`config.mk`:
```
export PLATFORM = sky130hd
export DESIGN_NAME = find_and_replace_all_top_flat
export DESIGN_NICKNAME = d
export VERILOG_FILES = /design/src/hw/rtl/far_pkg.sv /design/src/hw/rtl/far_ifs.sv /design/src/hw/rtl/far_front.sv /design/src/hw/rtl/far_queue.sv /design/src/hw/rtl/far_back.sv /design/src/hw/rtl/find_and_replace_all_top.sv /design/src/flat_wrapper.sv
export SDC_FILE = /design/constraint.sdc
export NUM_CORES = 1
export LEC_CHECK = 0
export ABC_AREA = 1
export BUFFER_PORTS_ARGS = -buffer_cell sky130_fd_sc_hd__buf_2
export CAP_MARGIN = 10
export CORE_MARGIN = 2
export CORE_UTILIZATION = 56
export CTS_CLUSTER_DIAMETER = 60
export DETAILED_ROUTE_END_ITERATION = 12
export GPL_TIMING_DRIVEN = 1
export PLACE_DENSITY = 0.77
export SLEW_MARGIN = 30
export SYNTH_ARGS = -nofsm -noshare
export SYNTH_HDL_FRONTEND = slang
export SYNTH_HIERARCHICAL = 1
export SYNTH_SLANG_ARGS = --single-unit
```
`constraint.sdc`:
```
create_clock -name clk -period 3.4 [get_ports clk]
set_input_delay 0.17 -clock clk [delete_from_list [all_inputs] [get_ports clk]]
set_output_delay 0.17 -clock clk [all_outputs]
set_load 0.1 [all_outputs]
```
`src/hw/rtl/far_pkg.sv`:
```
package far_pkg;

    // Largest pattern and replacement this block handles.
    localparam int MAX_PAT_BYTES = 8;
    localparam int MAX_REP_BYTES = 8;

    // Configuration port geometry.
    localparam int CFG_IDX_W  = 2;
    localparam int CFG_DATA_W = 64;

    // Register indexes.
    localparam logic [CFG_IDX_W-1:0] CFG_PATTERN     = 2'd0;
    localparam logic [CFG_IDX_W-1:0] CFG_PATTERN_LEN = 2'd1;
    localparam logic [CFG_IDX_W-1:0] CFG_REPLACE     = 2'd2;
    localparam logic [CFG_IDX_W-1:0] CFG_REPLACE_LEN = 2'd3;

    typedef logic [7:0] byte_t;
    typedef logic [3:0] len_t;
    typedef logic [4:0] cnt_t;

    // One command from the matcher to the emitter.
    typedef struct packed {
        byte_t chr;        // input byte of this transaction
        len_t  old_len;    // held prefix length before this byte
        len_t  seq_cnt;    // bytes of (held prefix, chr) sent on unchanged
        logic  rep;        // a full match completed: send the replacement
        len_t  flush_cnt;  // held prefix bytes flushed at end of string
        logic  str_end;    // this command closes the string
    } far_cmd_t;

    // Byte k of a 64-bit word, first byte in bits 7:0.
    function automatic byte_t byte_sel(logic [63:0] word, logic [2:0] k);
        return word[{k, 3'b000} +: 8];
    endfunction

endpackage

```
`src/hw/rtl/far_ifs.sv`:
```
// Input channel: one string byte and its end mark per transaction.
interface far_in_if;
    logic       valid;
    logic       ready;
    logic [7:0] in_byte;
    logic       in_byte_valid;
    logic       in_end;

    modport source (output valid, in_byte, in_byte_valid, in_end, input ready);
    modport sink (input valid, in_byte, in_byte_valid, in_end, output ready);
endinterface

// Output channel: one result byte and its end mark per transaction.
interface far_out_if;
    logic       valid;
    logic       ready;
    logic [7:0] out_byte;
    logic       out_byte_valid;
    logic       out_end;

    modport source (output valid, out_byte, out_byte_valid, out_end, input ready);
    modport sink (input valid, out_byte, out_byte_valid, out_end, output ready);
endinterface

```
`src/hw/rtl/far_front.sv`:
```
module far_front (
    input  logic              clk,
    input  logic              rst_n,
    far_in_if.sink            item,
    input  logic [63:0]       pattern,
    input  far_pkg::len_t     plen,
    input  logic              pat_wr,
    output far_pkg::far_cmd_t cmd,
    output logic              cmd_valid,
    input  logic              cmd_ready
);
    import far_pkg::*;

    localparam logic [1:0] F_IDLE = 2'd0;
    localparam logic [1:0] F_WALK = 2'd1;
    localparam logic [1:0] F_PUSH = 2'd2;

    logic [1:0] state_reg, state_next;
    len_t       ml_reg, ml_next;
    len_t       m_reg, m_next;
    len_t       old_reg, old_next;
    byte_t      chr_reg, chr_next;
    logic       end_reg, end_next;
    far_cmd_t   cmd_reg, cmd_next;

    logic [2:0] fb_reg [0:MAX_PAT_BYTES-1];
    logic       bld_reg;
    len_t       bi_reg;
    len_t       bk_reg;

    logic [2:0] fb_addr;
    logic [2:0] fb_rd;
    logic       acc;
    len_t       start_ml;
    logic       hit;
    logic       step_back;
    len_t       m_fin;
    logic       matched;
    len_t       new_ml;
    len_t       seq;
    logic       beq;
    len_t       bk_inc;
    logic       bld_done;

    // The failure table has one read port, shared by the builder and the matcher.
    assign fb_addr = bld_reg ? (bk_reg[2:0] - 3'd1) : (m_reg[2:0] - 3'd1);
    assign fb_rd   = fb_reg[fb_addr];

    assign item.ready = (state_reg == F_IDLE) && !bld_reg;
    assign acc        = item.valid && item.ready;
    assign start_ml   = (ml_reg >= plen) ? 4'd0 : ml_reg;

    // One fallback step per cycle while the pattern byte differs from the input.
    assign hit       = byte_sel(pattern, m_reg[2:0]) == chr_reg;
    assign step_back = (m_reg != 4'd0) && !hit;
    assign m_fin     = m_reg + {3'b000, hit};
    assign matched   = m_fin >= plen;
    assign new_ml    = matched ? 4'd0 : m_fin;
    assign seq       = old_reg + 4'd1 - m_fin;

    // Table builder compares pattern byte i with pattern byte k.
    assign beq      = byte_sel(pattern, bi_reg[2:0]) == byte_sel(pattern, bk_reg[2:0]);
    assign bk_inc   = bk_reg + {3'b000, beq};
    assign bld_done = bi_reg >= plen;

    // Matcher sequencer.
    always_comb
    begin
        state_next = state_reg;
        ml_next    = ml_reg;
        m_next     = m_reg;
        old_next   = old_reg;
        chr_next   = chr_reg;
        end_next   = end_reg;
        cmd_next   = cmd_reg;
        case (state_reg)
            F_IDLE:
            begin
                if (acc)
                begin
                    chr_next = item.in_byte;
                    end_next = item.in_end;
                    old_next = start_ml;
                    m_next   = start_ml;
                    if (item.in_byte_valid)
                    begin
                        state_next = F_WALK;
                    end
                    else if (item.in_end)
                    begin
                        cmd_next = '{chr: 8'd0, old_len: 4'd0, seq_cnt: 4'd0, rep: 1'b0,
                                     flush_cnt: start_ml, str_end: 1'b1};
                        ml_next    = 4'd0;
                        state_next = F_PUSH;
                    end
                end
            end
            F_WALK:
            begin
                if (step_back)
                begin
                    m_next = {1'b0, fb_rd};
                end
                else
                begin
                    cmd_next = '{chr: chr_reg, old_len: old_reg, seq_cnt: seq, rep: matched,
                                 flush_cnt: end_reg ? new_ml : 4'd0, str_end: end_reg};
                    ml_next    = end_reg ? 4'd0 : new_ml;
                    state_next = ((seq != 4'd0) || matched || end_reg) ? F_PUSH : F_IDLE;
                end
            end
            F_PUSH:
            begin
                if (cmd_ready)
                begin
                    state_next = F_IDLE;
                end
            end
            default:
            begin
                state_next = F_IDLE;
            end
        endcase
        // A new pattern drops any held prefix.
        if (pat_wr)
        begin
            ml_next = 4'd0;
        end
    end

    always_ff @(posedge clk or negedge rst_n)
    begin
        if (!rst_n)
        begin
            state_reg <= F_IDLE;
            ml_reg    <= 4'd0;
        end
        else
        begin
            state_reg <= state_next;
            ml_reg    <= ml_next;
        end
    end

    always_ff @(posedge clk)
    begin
        m_reg   <= m_next;
        old_reg <= old_next;
        chr_reg <= chr_next;
        end_reg <= end_next;
        cmd_reg <= cmd_next;
    end

    // Failure table builder: restarts on every pattern or length write.
    always_ff @(posedge clk or negedge rst_n)
    begin
        if (!rst_n)
        begin
            bld_reg <= 1'b0;
            bi_reg  <= 4'd0;
            bk_reg  <= 4'd0;
            for (int i = 0; i < MAX_PAT_BYTES; i++)
            begin
                fb_reg[i] <= 3'd0;
            end
        end
        else if (pat_wr)
        begin
            bld_reg <= 1'b1;
            bi_reg  <= 4'd1;
            bk_reg  <= 4'd0;
            for (int i = 0; i < MAX_PAT_BYTES; i++)
            begin
                fb_reg[i] <= 3'd0;
            end
        end
        else if (bld_reg)
        begin
            if (bld_done)
            begin
                bld_reg <= 1'b0;
            end
            else if ((bk_reg != 4'd0) && !beq)
            begin
                bk_reg <= {1'b0, fb_rd};
            end
            else
            begin
                fb_reg[bi_reg[2:0]] <= bk_inc[2:0];
                bk_reg              <= bk_inc;
                bi_reg              <= bi_reg + 4'd1;
            end
        end
    end

    assign cmd_valid = (state_reg == F_PUSH);
    assign cmd       = cmd_reg;

endmodule

```
`src/hw/rtl/far_queue.sv`:
```
module far_queue (
    input  logic              clk,
    input  logic              rst_n,
    input  far_pkg::far_cmd_t push_cmd,
    input  logic              push_valid,
    output logic              push_ready,
    output far_pkg::far_cmd_t pop_cmd,
    output logic              pop_valid,
    input  logic              pop_ready
);
    import far_pkg::*;

    far_cmd_t   slot_reg [0:1];
    logic       wp_reg;
    logic       rp_reg;
    logic [1:0] cnt_reg, cnt_next;
    logic       do_push;
    logic       do_pop;

    assign push_ready = (cnt_reg != 2'd2);
    assign pop_valid  = (cnt_reg != 2'd0);
    assign pop_cmd    = slot_reg[rp_reg];
    assign do_push    = push_valid && push_ready;
    assign do_pop     = pop_valid && pop_ready;

    // Occupancy count.
    always_comb
    begin
        cnt_next = cnt_reg;
        if (do_push && !do_pop)
        begin
            cnt_next = cnt_reg + 2'd1;
        end
        else if (do_pop && !do_push)
        begin
            cnt_next = cnt_reg - 2'd1;
        end
    end

    always_ff @(posedge clk or negedge rst_n)
    begin
        if (!rst_n)
        begin
            wp_reg  <= 1'b0;
            rp_reg  <= 1'b0;
            cnt_reg <= 2'd0;
        end
        else
        begin
            cnt_reg <= cnt_next;
            if (do_push)
            begin
                wp_reg <= !wp_reg;
            end
            if (do_pop)
            begin
                rp_reg <= !rp_reg;
            end
        end
    end

    always_ff @(posedge clk)
    begin
        if (do_push)
        begin
            slot_reg[wp_reg] <= push_cmd;
        end
    end

endmodule

```
`src/hw/rtl/far_back.sv`:
```
module far_back (
    input  logic              clk,
    input  logic              rst_n,
    input  far_pkg::far_cmd_t cmd,
    input  logic              cmd_valid,
    output logic              cmd_ready,
    input  logic [63:0]       pattern,
    input  logic [63:0]       replace,
    input  far_pkg::len_t     rlen,
    far_out_if.source         result
);
    import far_pkg::*;

    logic     busy_reg;
    far_cmd_t cur_reg;
    cnt_t     j_reg;
    cnt_t     last_reg;
    logic     bare_reg;
    len_t     rep_n_reg;
    logic     out_valid_reg;
    byte_t    out_byte_reg;
    logic     out_bval_reg;
    logic     out_end_reg;

    len_t     rep_n;
    cnt_t     tot;
    logic     pop;
    logic     adv;
    cnt_t     jr;
    cnt_t     jf;
    byte_t    seq_byte;
    byte_t    cur_byte;

    // Total results of the next command.
    assign rep_n = cmd.rep ? rlen : 4'd0;
    assign tot   = cnt_t'(cmd.seq_cnt) + cnt_t'(rep_n) + cnt_t'(cmd.flush_cnt);

    assign cmd_ready = !busy_reg;
    assign pop       = cmd_valid && cmd_ready;
    assign adv       = busy_reg && (!out_valid_reg || result.ready);

    // Byte j runs over the sent-on bytes, the replacement, then the flushed prefix.
    assign jr       = j_reg - cnt_t'(cur_reg.seq_cnt);
    assign jf       = jr - cnt_t'(rep_n_reg);
    assign seq_byte = (j_reg < cnt_t'(cur_reg.old_len)) ? byte_sel(pattern, j_reg[2:0])
                                                        : cur_reg.chr;

    always_comb
    begin
        if (j_reg < cnt_t'(cur_reg.seq_cnt))
        begin
            cur_byte = seq_byte;
        end
        else if (jr < cnt_t'(rep_n_reg))
        begin
            cur_byte = byte_sel(replace, jr[2:0]);
        end
        else
        begin
            cur_byte = byte_sel(pattern, jf[2:0]);
        end
    end

    // Command expansion: one result per cycle while the output register is free.
    always_ff @(posedge clk or negedge rst_n)
    begin
        if (!rst_n)
        begin
            busy_reg <= 1'b0;
        end
        else if (pop)
        begin
            busy_reg <= (tot != 5'd0) || cmd.str_end;
        end
        else if (adv && (j_reg == last_reg))
        begin
            busy_reg <= 1'b0;
        end
    end

    always_ff @(posedge clk)
    begin
        if (pop)
        begin
            cur_reg   <= cmd;
            rep_n_reg <= rep_n;
            j_reg     <= 5'd0;
            bare_reg  <= (tot == 5'd0);
            last_reg  <= (tot == 5'd0) ? 5'd0 : (tot - 5'd1);
        end
        else if (adv)
        begin
            j_reg <= j_reg + 5'd1;
        end
    end

    // Output register.
    always_ff @(posedge clk or negedge rst_n)
    begin
        if (!rst_n)
        begin
            out_valid_reg <= 1'b0;
        end
        else if (adv)
        begin
            out_valid_reg <= 1'b1;
        end
        else if (result.ready)
        begin
            out_valid_reg <= 1'b0;
        end
    end

    always_ff @(posedge clk)
    begin
        if (adv)
        begin
            out_byte_reg <= bare_reg ? 8'd0 : cur_byte;
            out_bval_reg <= !bare_reg;
            out_end_reg  <= cur_reg.str_end && (j_reg == last_reg);
        end
    end

    assign result.valid          = out_valid_reg;
    assign result.out_byte       = out_byte_reg;
    assign result.out_byte_valid = out_bval_reg;
    assign result.out_end        = out_end_reg;

endmodule

```
`src/hw/rtl/find_and_replace_all_top.sv`:
```
// The matcher takes a new input byte only once it is done with the last, and the emitter
// gives one result per cycle while the output is not stalled, taking a new command only
// after the last result of the one before.
// A pattern or length write rebuilds the failure table and holds off input while it runs.
// Reset (rst_n low, asynchronous) empties the queue, clears the partial match and the table,
// and loads pattern 0 of length 1 and an empty replacement.
module find_and_replace_all_top (
    input  logic                             clk,
    input  logic                             rst_n,
    far_in_if.sink                           item,
    far_out_if.source                        result,
    input  logic                             cfg_we,
    input  logic [far_pkg::CFG_IDX_W-1:0]    cfg_index,
    input  logic [far_pkg::CFG_DATA_W-1:0]   cfg_wdata
);
    import far_pkg::*;

    logic [63:0] pat_reg;
    len_t        plen_reg;
    logic [63:0] rep_reg;
    len_t        rlen_reg;

    len_t        plen_eff;
    len_t        rlen_eff;
    logic        pat_wr;

    far_cmd_t    f_cmd;
    logic        f_valid;
    logic        f_ready;
    far_cmd_t    b_cmd;
    logic        b_valid;
    logic        b_ready;

    // Configuration registers.
    always_ff @(posedge clk or negedge rst_n)
    begin
        if (!rst_n)
        begin
            pat_reg  <= 64'd0;
            plen_reg <= 4'd1;
            rep_reg  <= 64'd0;
            rlen_reg <= 4'd0;
        end
        else if (cfg_we)
        begin
            case (cfg_index)
                CFG_PATTERN:     pat_reg  <= cfg_wdata;
                CFG_PATTERN_LEN: plen_reg <= cfg_wdata[3:0];
                CFG_REPLACE:     rep_reg  <= cfg_wdata;
                CFG_REPLACE_LEN: rlen_reg <= cfg_wdata[3:0];
                default:         pat_reg  <= pat_reg;
            endcase
        end
    end

    // Effective lengths: a zero pattern length counts as one, both saturate.
    assign plen_eff = (plen_reg == 4'd0) ? 4'd1 :
                      (plen_reg > len_t'(MAX_PAT_BYTES)) ? len_t'(MAX_PAT_BYTES) : plen_reg;
    assign rlen_eff = (rlen_reg > len_t'(MAX_REP_BYTES)) ? len_t'(MAX_REP_BYTES) : rlen_reg;
    assign pat_wr   = cfg_we && ((cfg_index == CFG_PATTERN) || (cfg_index == CFG_PATTERN_LEN));

    far_front u_front (
        .clk       (clk),
        .rst_n     (rst_n),
        .item      (item),
        .pattern   (pat_reg),
        .plen      (plen_eff),
        .pat_wr    (pat_wr),
        .cmd       (f_cmd),
        .cmd_valid (f_valid),
        .cmd_ready (f_ready)
    );

    far_queue u_queue (
        .clk        (clk),
        .rst_n      (rst_n),
        .push_cmd   (f_cmd),
        .push_valid (f_valid),
        .push_ready (f_ready),
        .pop_cmd    (b_cmd),
        .pop_valid  (b_valid),
        .pop_ready  (b_ready)
    );

    far_back u_back (
        .clk       (clk),
        .rst_n     (rst_n),
        .cmd       (b_cmd),
        .cmd_valid (b_valid),
        .cmd_ready (b_ready),
        .pattern   (pat_reg),
        .replace   (rep_reg),
        .rlen      (rlen_eff),
        .result    (result)
    );

endmodule

```
`src/flat_wrapper.sv`:
```
// flat-port wrapper written by rule: the top's interface ports become plain ports
module find_and_replace_all_top_flat import far_pkg::*;
  (clk, rst_n, cfg_we, cfg_index, cfg_wdata, item_valid, item_in_byte, item_in_byte_valid, item_in_end, item_ready, result_valid, result_out_byte, result_out_byte_valid, result_out_end, result_ready);
  far_in_if item_i ();
  far_out_if result_i ();
  input  logic clk;
  input  logic rst_n;
  input  logic cfg_we;
  input  logic [far_pkg::CFG_IDX_W-1:0] cfg_index;
  input  logic [far_pkg::CFG_DATA_W-1:0] cfg_wdata;
  input wire logic [$bits(item_i.valid)-1:0] item_valid;
  input wire logic [$bits(item_i.in_byte)-1:0] item_in_byte;
  input wire logic [$bits(item_i.in_byte_valid)-1:0] item_in_byte_valid;
  input wire logic [$bits(item_i.in_end)-1:0] item_in_end;
  output wire logic [$bits(item_i.ready)-1:0] item_ready;
  output wire logic [$bits(result_i.valid)-1:0] result_valid;
  output wire logic [$bits(result_i.out_byte)-1:0] result_out_byte;
  output wire logic [$bits(result_i.out_byte_valid)-1:0] result_out_byte_valid;
  output wire logic [$bits(result_i.out_end)-1:0] result_out_end;
  input wire logic [$bits(result_i.ready)-1:0] result_ready;
  assign item_i.valid = item_valid;
  assign item_i.in_byte = item_in_byte;
  assign item_i.in_byte_valid = item_in_byte_valid;
  assign item_i.in_end = item_in_end;
  assign item_ready = item_i.ready;
  assign result_valid = result_i.valid;
  assign result_out_byte = result_i.out_byte;
  assign result_out_byte_valid = result_i.out_byte_valid;
  assign result_out_end = result_i.out_end;
  assign result_i.ready = result_ready;
  find_and_replace_all_top u_core (.clk(clk), .rst_n(rst_n), .item(item_i), .result(result_i), .cfg_we(cfg_we), .cfg_index(cfg_index), .cfg_wdata(cfg_wdata));
endmodule
```
==> reports/metrics.yaml <==
clock_tree:
  htree_levels: 2
  numCtsBuffers: 36
  cts_tree: "built"
  cts_root_buf: "clkbuf_16"
  clock_latency_ns: 0.54
  clk_pin_slew_worst_paths_ns: 0.06
  clockBufferDepth: 3
  clock_sinks: 306
logic_synthesis:
  synth_top_area_share_pct: 25.0
  syn_nets: 2549
  synth_cell_types: 46
  synthTopCellsByArea: "dfrtp_1, edfxtp_1, nand2_1"
  synth_seq_cells: 306
  avgSynthCellArea_um2: 7.44
  yosysTopAreaCell: "dfrtp_1"
  ys_seq_area_share_pct: 45.7
  synth-main-ff-cell: "dfrtp_1"
  postSynth.asyncResetShare_pct: 59.2
  synth_edf_count: 120
  yosysWarningCount: 6
  postSynthCellCount: 2420
  synth_area_mm2: 0.0180
place:
  placed_cells: 2928
  dpl.hpwl_mm: 44.2
  place_area_mm2: 0.0194
  post-place-ws_ns: -0.421
  place_congestion: 0.986
  numPortBuffers: 92
drt:
  first_iter_violations: 2077
  vias: 17500
  totalWireLength_mm: 62.8
  drcViolationCount: 0
  drt-pass1-iter-count: 6
  via_per_inst: 5.67
  wire_per_inst_um: 20.3
  postRouteAntennaNets: 0
global_route:
  grt_start_max_net_pins: 90
  grt_usage_pct: 37.8
  antenna_found_initial: 1
  grt_pass1_wl_mm: 96.4
  grt_overflow: 0
  grt_pass1_vias: 16900
critical_path:
  worstPathCellList: "buf_12 > clkbuf_16 > a21oi_1 > o21ai_0 > nand3_1 > nand2_1 > nand2_1 > nand4_1 > nor2_1 > nand2_1 > inv_2 > ha_4 > ha_4 > ha_4 > inv_2 > ha_4 > fa_2 > xnor2_2 > xor2_1 > xor2_1 > o21ai_1 > o211ai_1 > nand3_1 > nand2_1"
  critical_path_arrival_ns: 4.21
  crit_type: "flop to flop"
  reg2reg_to: "u_core/u_front/state_reg[1]$_DFFE_PN0P_"
  critPathLaunchType: "flop"
  required_ns: 3.87
  cp_max_fo: 10
  slowest_delay_ns: 0.43
  reg2reg_slack_ns: -0.33
  reg2reg_depth: 24
  cp-end-kind: "flop"
  reg2reg_from: "u_core/u_front/m_reg[0]$_DFFE_PP_"
  crit_slowest_cell: "edfxtp_1"
die:
  num_rows: 65
  io_pins: 93
  die_area_mm2: 0.0336
  start_util_pct: 56.9
  die_h_um: 183
  fp.coreArea_mm2: 0.0316
  die_x_um: 183
power_and_ir_drop:
  power.net_switching_mw: 11.2
  vdd_drop_max_mv: 1.15
  power_mw: 22.8
  p_sw_share_pct: 49.3
  pwr-share-clk_pct: 17.5
  p_seq_share_pct: 24.1
  internal-power_mw: 11.5
  power_frac_comb_pct: 58.4
  leakage_nw: 11.1
  p_per_area_mw_per_mm2: 1050
sta:
  fmaxAchievable_mhz: 268
  finalSetupViolations: 7
  slew_violations: 0
  skew_ns: 0.0220
  hold_viol: 0
  hold_slack_ns: 0.0266
  setup_tns_ns: -1.03
  rsz0062_at_grt: "yes"
  max_slew_margin_pct: 39.7
  fin_ws_ns: -0.333
  worstMarginPinSlew_ns: 0.905
  post-route-period-util_pct: 110
  layout_min_cycle_time_ns: 3.73
job:
  maxCapViolations: 0
layout:
  drive_above_1_share_pct: 14.2
  fin_util_pct: 68.7
  final_common_cell: "nand2_1"
  final_area_mm2: 0.0217
  areaGrowthSynthToFinish_pct: 20.7
  layout_common_cells: "nand2_1, nand3_1, inv_1, dfrtp_1, buf_4"
  stdcell_count: 3087
  fin_nets: 2787
  num_antenna_cells: 0
hold_path:
  hold_start: "cfg_we"
  whs_path_depth: 3
  min_to: "u_core/pat_reg[1]$_DFFE_PN0P_"
  min_path_type: "input port to flop"
status:
  status: "complete, but fails checks"
  violations: "setup timing"
worst max path at each step:
stage	from	end	slack, ns	cells past startpoint
floorplan	u_core/u_front/m_reg[0]$_DFFE_PP_	u_core/u_front/state_reg[1]$_DFFE_PN0P_	-0.08	22
global placement	u_core/u_front/m_reg[0]$_DFFE_PP_	u_core/u_front/state_reg[1]$_DFFE_PN0P_	-0.37	22
detailed placement	u_core/u_front/m_reg[0]$_DFFE_PP_	u_core/u_front/state_reg[1]$_DFFE_PN0P_	-0.42	22
CTS	u_core/u_front/m_reg[0]$_DFFE_PP_	u_core/u_front/cmd[9]$_SDFFCE_PN0P_	-0.30	22
global route	u_core/u_front/m_reg[0]$_DFFE_PP_	u_core/u_front/state_reg[1]$_DFFE_PN0P_	-0.61	24
finish	u_core/u_front/m_reg[0]$_DFFE_PP_	u_core/u_front/state_reg[1]$_DFFE_PN0P_	-0.33	24
synthesized netlist by cell type, types with 17 or more instances:
cell	n
nand2_1	940
nand3_1	304
inv_1	276
dfrtp_1	180
edfxtp_1	120
nor2_1	108
o21ai_0	85
o21ai_1	60
buf_2	53
ha_1	40
a21oi_1	37
clkbuf_1	28
buf_4	20
nand4_1	19
inv_2	17
area by class of cell:
type / instances / area [um^2]
Clock buffer: 44 / 941
Clock inverter: 21 / 270
Fill cell: 2598 / 9900
Inverter: 299 / 1130
Multi-Input combinational cell: 1700 / 8160
Sequential cell: 306 / 8240
Tap cell: 402 / 503
Timing Repair Buffer: 315 / 2500
what timing repair did:
action                                 in CTS  in global routing
gates resized for setup                    28                 24
setup buffers                              10                  4
pin swaps                                  20                 12
hold buffers                               76                  0
gates cloned                                2                  1
endpoints found under the hold margin     214                  0
setup endpoints to repair                   6                 27
routing by layer:
layer | track usage, % | vias up | routed length [um]
li1 | - | 8179 | -
met1 | 51.2 | 8218 | 25600
met2 | 60.2 | 925 | 28400
met3 | 7.43 | 170 | 6140
met4 | 14.8 | 0 | 2580
met5 | 0 | - | 0
power by group through the flow:
stage | logic, mW | clock network, mW | registers (mW)
detailed placement | 12.2 | 0 | 5.53
global route | 14.4 | 4.16 | 5.55
floorplan | 8.05 | 0 | 5.81
global placement | 12.0 | 0 | 5.50
CTS | 12.6 | 4.03 | 5.46
finish | 13.3 | 3.99 | 5.48
cells by family after synthesis:
kind of cell / Yosys count / share of synthesized area, %
XOR/XNOR: 24 / 1.31
adder cells (fa/ha/maj): 48 / 3.67
flip-flops: 306 / 45.7
AND/OR/NAND/NOR: 1408 / 32.6
AO/OA/AOI/OAI: 220 / 6.67
buffers and inverters: 414 / 10.0
worst max-delay path, delay by kind of cell, from the launching register on:
family                   cells  cell delay, ns
adder cells (fa/ha/maj)      5            1.09
AND/OR/NAND/NOR              8            0.74
flip-flops                   1            0.43
XOR/XNOR                     3            0.56
buffers and inverters        4            0.46
AO/OA/AOI/OAI                4            0.40
No activity file was read; power rests on OpenSTA's default activity.
